[src/rtl/trial_division_prime_table_assert.svh]
// Assertion macros shared by the prime table RTL.
// Each macro expects clk_i and rst_ni in scope.
`ifndef TRIAL_DIVISION_PRIME_TABLE_ASSERT_SVH
`define TRIAL_DIVISION_PRIME_TABLE_ASSERT_SVH

// Same-cycle implication
`define TDPT_ASSERT_NOW(lbl, ante, cons, msg) \
  lbl: assert property (@(posedge clk_i) disable iff (!rst_ni) (ante) |-> (cons)) \
    else $error(msg);

// Next-cycle implication
`define TDPT_ASSERT_NEXT(lbl, ante, cons, msg) \
  lbl: assert property (@(posedge clk_i) disable iff (!rst_ni) (ante) |=> (cons)) \
    else $error(msg);

`endif

[src/rtl/tdpt_pkg.sv]
package tdpt_pkg;

  localparam int unsigned TABLE_DEPTH = 8192;
  localparam int unsigned ADDR_W      = $clog2(TABLE_DEPTH);
  localparam int unsigned CNT_W       = $clog2(TABLE_DEPTH + 1);
  localparam int unsigned VALUE_W     = 32;
  localparam int unsigned OUT_CNT_W   = 14;

  localparam logic [VALUE_W-1:0] INSERT_LIMIT_RESET = 32'h001F_FFFF;

  // Request kinds
  localparam logic REQ_TEST_INSERT = 1'b0;
  localparam logic REQ_TEST_ONLY   = 1'b1;

  // Divider status towards the sequencer
  typedef struct packed {
    logic busy;
    logic done;
    logic rem_zero;
  } tdpt_div_res_t;

endpackage

[src/rtl/tdpt_div.sv]
module tdpt_div import tdpt_pkg::*; (
  input  logic               clk_i,
  input  logic               rst_ni,
  input  logic               start_i,
  input  logic [VALUE_W-1:0] dividend_i,
  input  logic [VALUE_W-1:0] divisor_i,
  output tdpt_div_res_t      res_o
);

  // Restoring division, two quotient bits per cycle; only the remainder is kept.
  // A zero divisor never restores, so the remainder ends as the dividend.
  localparam int unsigned BITS_PER_STEP = 2;
  localparam int unsigned STEPS         = VALUE_W / BITS_PER_STEP;
  localparam int unsigned STEP_W        = $clog2(STEPS);
  localparam logic [STEP_W-1:0] LAST_STEP = STEP_W'(STEPS - 1);

  logic               busy_q, done_q, zero_q;
  logic [STEP_W-1:0]  step_q;
  logic [VALUE_W-1:0] rem_q, num_q, den_q;
  logic [VALUE_W-1:0] rem_d;

  // Two shift-subtract steps
  always_comb begin
    logic [VALUE_W:0] trial;
    rem_d = rem_q;
    for (int b = 0; b < BITS_PER_STEP; b++) begin
      trial = {rem_d, num_q[VALUE_W-1-b]};
      if (trial >= {1'b0, den_q}) begin
        trial = trial - {1'b0, den_q};
      end
      rem_d = trial[VALUE_W-1:0];
    end
  end

  // Control
  always_ff @(posedge clk_i or negedge rst_ni) begin
    if (!rst_ni) begin
      busy_q <= 1'b0;
      done_q <= 1'b0;
      step_q <= '0;
    end else begin
      done_q <= !start_i && busy_q && (step_q == LAST_STEP);
      if (start_i) begin
        busy_q <= 1'b1;
        step_q <= '0;
      end else if (busy_q) begin
        step_q <= step_q + 1'b1;
        if (step_q == LAST_STEP) begin
          busy_q <= 1'b0;
        end
      end
    end
  end

  // Datapath
  always_ff @(posedge clk_i) begin
    if (start_i) begin
      rem_q <= '0;
      num_q <= dividend_i;
      den_q <= divisor_i;
    end else if (busy_q) begin
      rem_q <= rem_d;
      num_q <= num_q << BITS_PER_STEP;
      if (step_q == LAST_STEP) begin
        zero_q <= (rem_d == '0);
      end
    end
  end

  assign res_o.busy     = busy_q;
  assign res_o.done     = done_q;
  assign res_o.rem_zero = zero_q;

endmodule

[config.mk]
export PLATFORM = sky130hd
export DESIGN_NAME = tdpt_div
export DESIGN_NICKNAME = d
export VERILOG_FILES = /design/src/rtl/trial_division_prime_table_assert.svh /design/src/rtl/tdpt_pkg.sv /design/src/rtl/tdpt_div.sv
export SDC_FILE = /design/constraint.sdc
export NUM_CORES = 1
export LEC_CHECK = 0
export ABC_AREA = 0
export BUFFER_PORTS_ARGS = -buffer_cell sky130_fd_sc_hd__buf_4
export CAP_MARGIN = 30
export CORE_MARGIN = 1.5
export CORE_UTILIZATION = 40
export CTS_CLUSTER_DIAMETER = 80
export DETAILED_ROUTE_END_ITERATION = 8
export PLACE_DENSITY = 0.61
export SLEW_MARGIN = 20
export SYNTH_ARGS = -nofsm -noshare
export SYNTH_HDL_FRONTEND = slang
export SYNTH_SLANG_ARGS = --single-unit
[constraint.sdc]
create_clock -name clk_i -period 12.2 [get_ports clk_i]
set_input_delay 0 -clock clk_i [delete_from_list [all_inputs] [get_ports clk_i]]
set_output_delay 0 -clock clk_i [all_outputs]
set_load 0.01 [all_outputs]
==> impl_metrics.ini <==
[run_status]
outcome = completed

[synth]
async_reset_ff_share_pct = 5.83
synthTopCellsByArea = edfxtp_1 (24%), ha_1 (9.8%), dfxtp_1 (7.7%)
yosysUniqueCellTypes = 74
yosys_warnings = 0
ys_ff_latch = 103
synth.top_cell.area_share_pct = 23.5
syn-num-nets = 1065
yosys.area.top_type = edfxtp_1
syn_area_mm2 = 0.00829
ys.flop_type = edfxtp_1
syn_inst = 931
synth_edf_count = 65
yosysSeqAreaShare_pct = 33.1
post_synth.cell_area_avg_um2 = 8.90

[routing]
wl_met3_um = 1190
wl_met1_um = 11800
vias = 7317
firstDrtPassIters = 5
drt_iter0_drc = 643
drc_errors = 0
met2_length_um = 10100
wirelength_um = 23300
routed.top_layer = met4
drtAntennaViolNets = 0
via_per_inst = 5.59
wl_per_cell_um = 17.8

[job]
drv_cap = 0

[die]
initial_utilization_pct = 40.8
die_area_mm2 = 0.0216
pin_count = 70
core_mm2 = 0.0203
fp.dieW_um = 147
rows = 52
die_h_um = 147

[critical_path]
endpoint_kind = flop
cp-start-kind = flop
path_class = flop to flop
crit_fanout = 64
path_delay_family = compound AO/OA/AOI/OAI gates
crit_chain = inv_1 -> ha_1 -> nor2b_1 -> o31ai_1 -> a21oi_1 -> a211o_1 -> a31oi_4 -> buf_4 -> o21ai_0 -> ha_1 -> nor2b_1 -> o31a_1 -> o311a_1 -> nor4_2 -> o41ai_4 -> a221oi_2 -> and3_4 -> nand4b_1 -> a2111oi_2 -> o211a_1
worstPathArrival_ns = 7.12
max_stage_delay_ns = 0.66
slowest_stage = and3_4
worst-path-buf-inv = 2
crit_required_ns = 12.43

[placement]
place_area_mm2 = 0.00895
gp_congestion = 0.925
dpl_worst_slack_ns = 5.39
numPortBuffers = 69
place_hpwl_um = 17500
dp_cells = 1227

[sta]
worst_slack_ns = 5.32
relSlewSlack_pct = 40.0
skew_ns = 0.0128
fmax_mhz = 145
period_minus_slack_ns = 6.88
period_share_pct = 56.4
drv_slew = 0
rsz0062_at_grt = false
setup_violations = 0
tns_ns = 0
worstMarginPinSlew_ns = 0.890
final_hold_viol_count = 0

[clock_network]
tritoncts = yes
ctsResizeCount = 0
cts_sinks = 103
postCtsHoldBufs = 66
clk_path_buf_depth = 2
clock_latency_ns = 0.36
clk_pin_slew_ns = 0.08
cts_made_buffers = 9
htreeDepth = 3
postCtsSetupBuffers = 0
root_buffer = clkbuf_16

[grt]
antenna_found_initial = 0
grt_overflow = 0
grt_usage_pct = 21.7
grt_pass1_wl_um = 36700
grt_max_degree = 67
grt_pass1_vias = 6728

[finish]
seqCellArea_mm2 = 0.00274
drive_gt1_share_pct = 14.2
multiInputGateArea_mm2 = 0.00513
stdcell_count = 1309
areaGrowthSynthToFinish_pct = 19.9
nFillCells = 1929
layout.nets = 1168
final_area_mm2 = 0.00994
diodes = 0

[power_and_ir_drop]
cellLeakagePower_nw = 4.26
power.density_mw_per_mm2 = 269
ir_drop_mv = 0.151

[hold_path]
hold_path.class = input pin to flop
==> layout by cell type (no fill, tap or decap), drive strengths merged, types with 28 or more instances in the layout <==
cell type	Yosys	routed
dfxtp	32	32
nand2	77	77
edfxtp	65	65
mux2	40	40
ha	65	65
inv	50	53
nor2	84	84
xor2	29	29
buf	23	73
a21oi	75	75
o21ai	64	64
dlygate4sd3	0	66
xnor2	28	28
==> layer usage <==
metal	vias up	global-route usage, %
met5	-	0
met4	0	4.70
met3	13	3.39
met2	222	32.6
met1	3441	32.7
li1	3641	-
==> worst register-to-register path, stage by stage, from the launching register on <==
cell and delay [ns]:
edfxtp_1 0.37, inv_1 0.18, ha_1 0.27, nor2b_1 0.16, o31ai_1 0.41, a21oi_1 0.12
a211o_1 0.36, a31oi_4 0.17, buf_4 0.52, o21ai_0 0.49, ha_1 0.42, nor2b_1 0.16
o31a_1 0.31, o311a_1 0.36, nor4_2 0.38, o41ai_4 0.17, a221oi_2 0.28, and3_4 0.66
nand4b_1 0.34, a2111oi_2 0.43, o211a_1 0.21
==> logic make-up after synthesis <==
kind of cell,synth area share (%)
flops,33.1
fa+ha+maj,10.3
mux,7.85
simple gates,16.8
buf+inv,4.98
xor+xnor,6.02
compound gates,20.9
==> synthesized netlist by cell type (7+ instances only) <==
cell      count
o21a_1        8
nand2_1      77
o211ai_1     12
xor2_1       29
nand2b_1      7
ha_1         65
a21o_1       15
a211oi_1     25
mux2i_1      20
a21oi_1      75
dfxtp_1      32
nand3_1      21
nor2_1       84
o21bai_1      8
mux2_2       40
and3_1       11
nor3_1       16
and2_1        7
nand4_1      15
edfxtp_1     65
buf_2        12
inv_1        50
xnor2_1      28
clkbuf_1     24
nor4_1        7
o21ai_0      60
==> flip-flops by register name (all words and copies together), names as in the netlist <==
| register | flops |
|---|---|
| busy_q | 1 |
| den_q | 32 |
| done_q | 1 |
| num_q | 32 |
| rem_q | 32 |
| step_q | 4 |
| zero_q | 1 |
==> area by class of cell <==
type / instances / share of cell area (%)
clock buffer: 9 / 2.27
clock inverter: 7 / 1.01
inverter: 50 / 1.89
multi-input combinational: 731 / 51.7
sequential: 103 / 27.6
tap: 270 / 3.40
timing repair buffer: 139 / 12.2
==> worst paths after layout <==
path	slack, ns	cells after the start	start	endpoint
hold reg to reg	0.51	2	rem_q[12]	rem_q[12]
hold / removal	0.14	2	start_i	step_q[2]
setup / recovery	5.32	20	den_q[1]	zero_q
min in group asynchronous	0.58	3	rst_ni	step_q[1]
setup reg to reg	5.32	20	den_q[1]	zero_q
max in group asynchronous	11.38	3	rst_ni	busy_q
==> through the flow <==
| stage | hold slack (ns) | utilization (%) | total power [mW] |
|---|---|---|---|
| floorplan | -0.296 | - | 1.91 |
| global placement | -0.189 | 44.1 | 2.30 |
| detailed placement | -0.186 | 44.1 | 2.30 |
| CTS | 0.153 | 49.0 | 2.65 |
| global route | 0.173 | 49.0 | 2.88 |
| finish | 0.140 | 49.0 | 2.68 |
==> where the power goes <==
part,internal [mW],total (mW),switching (mW),leakage (nW)
logic,0.740,1.87,1.13,3.09
registers,0.435,0.485,0.0507,1.01
clock network,0.166,0.318,0.152,0.158
Power figures use the tool's default switching activity.
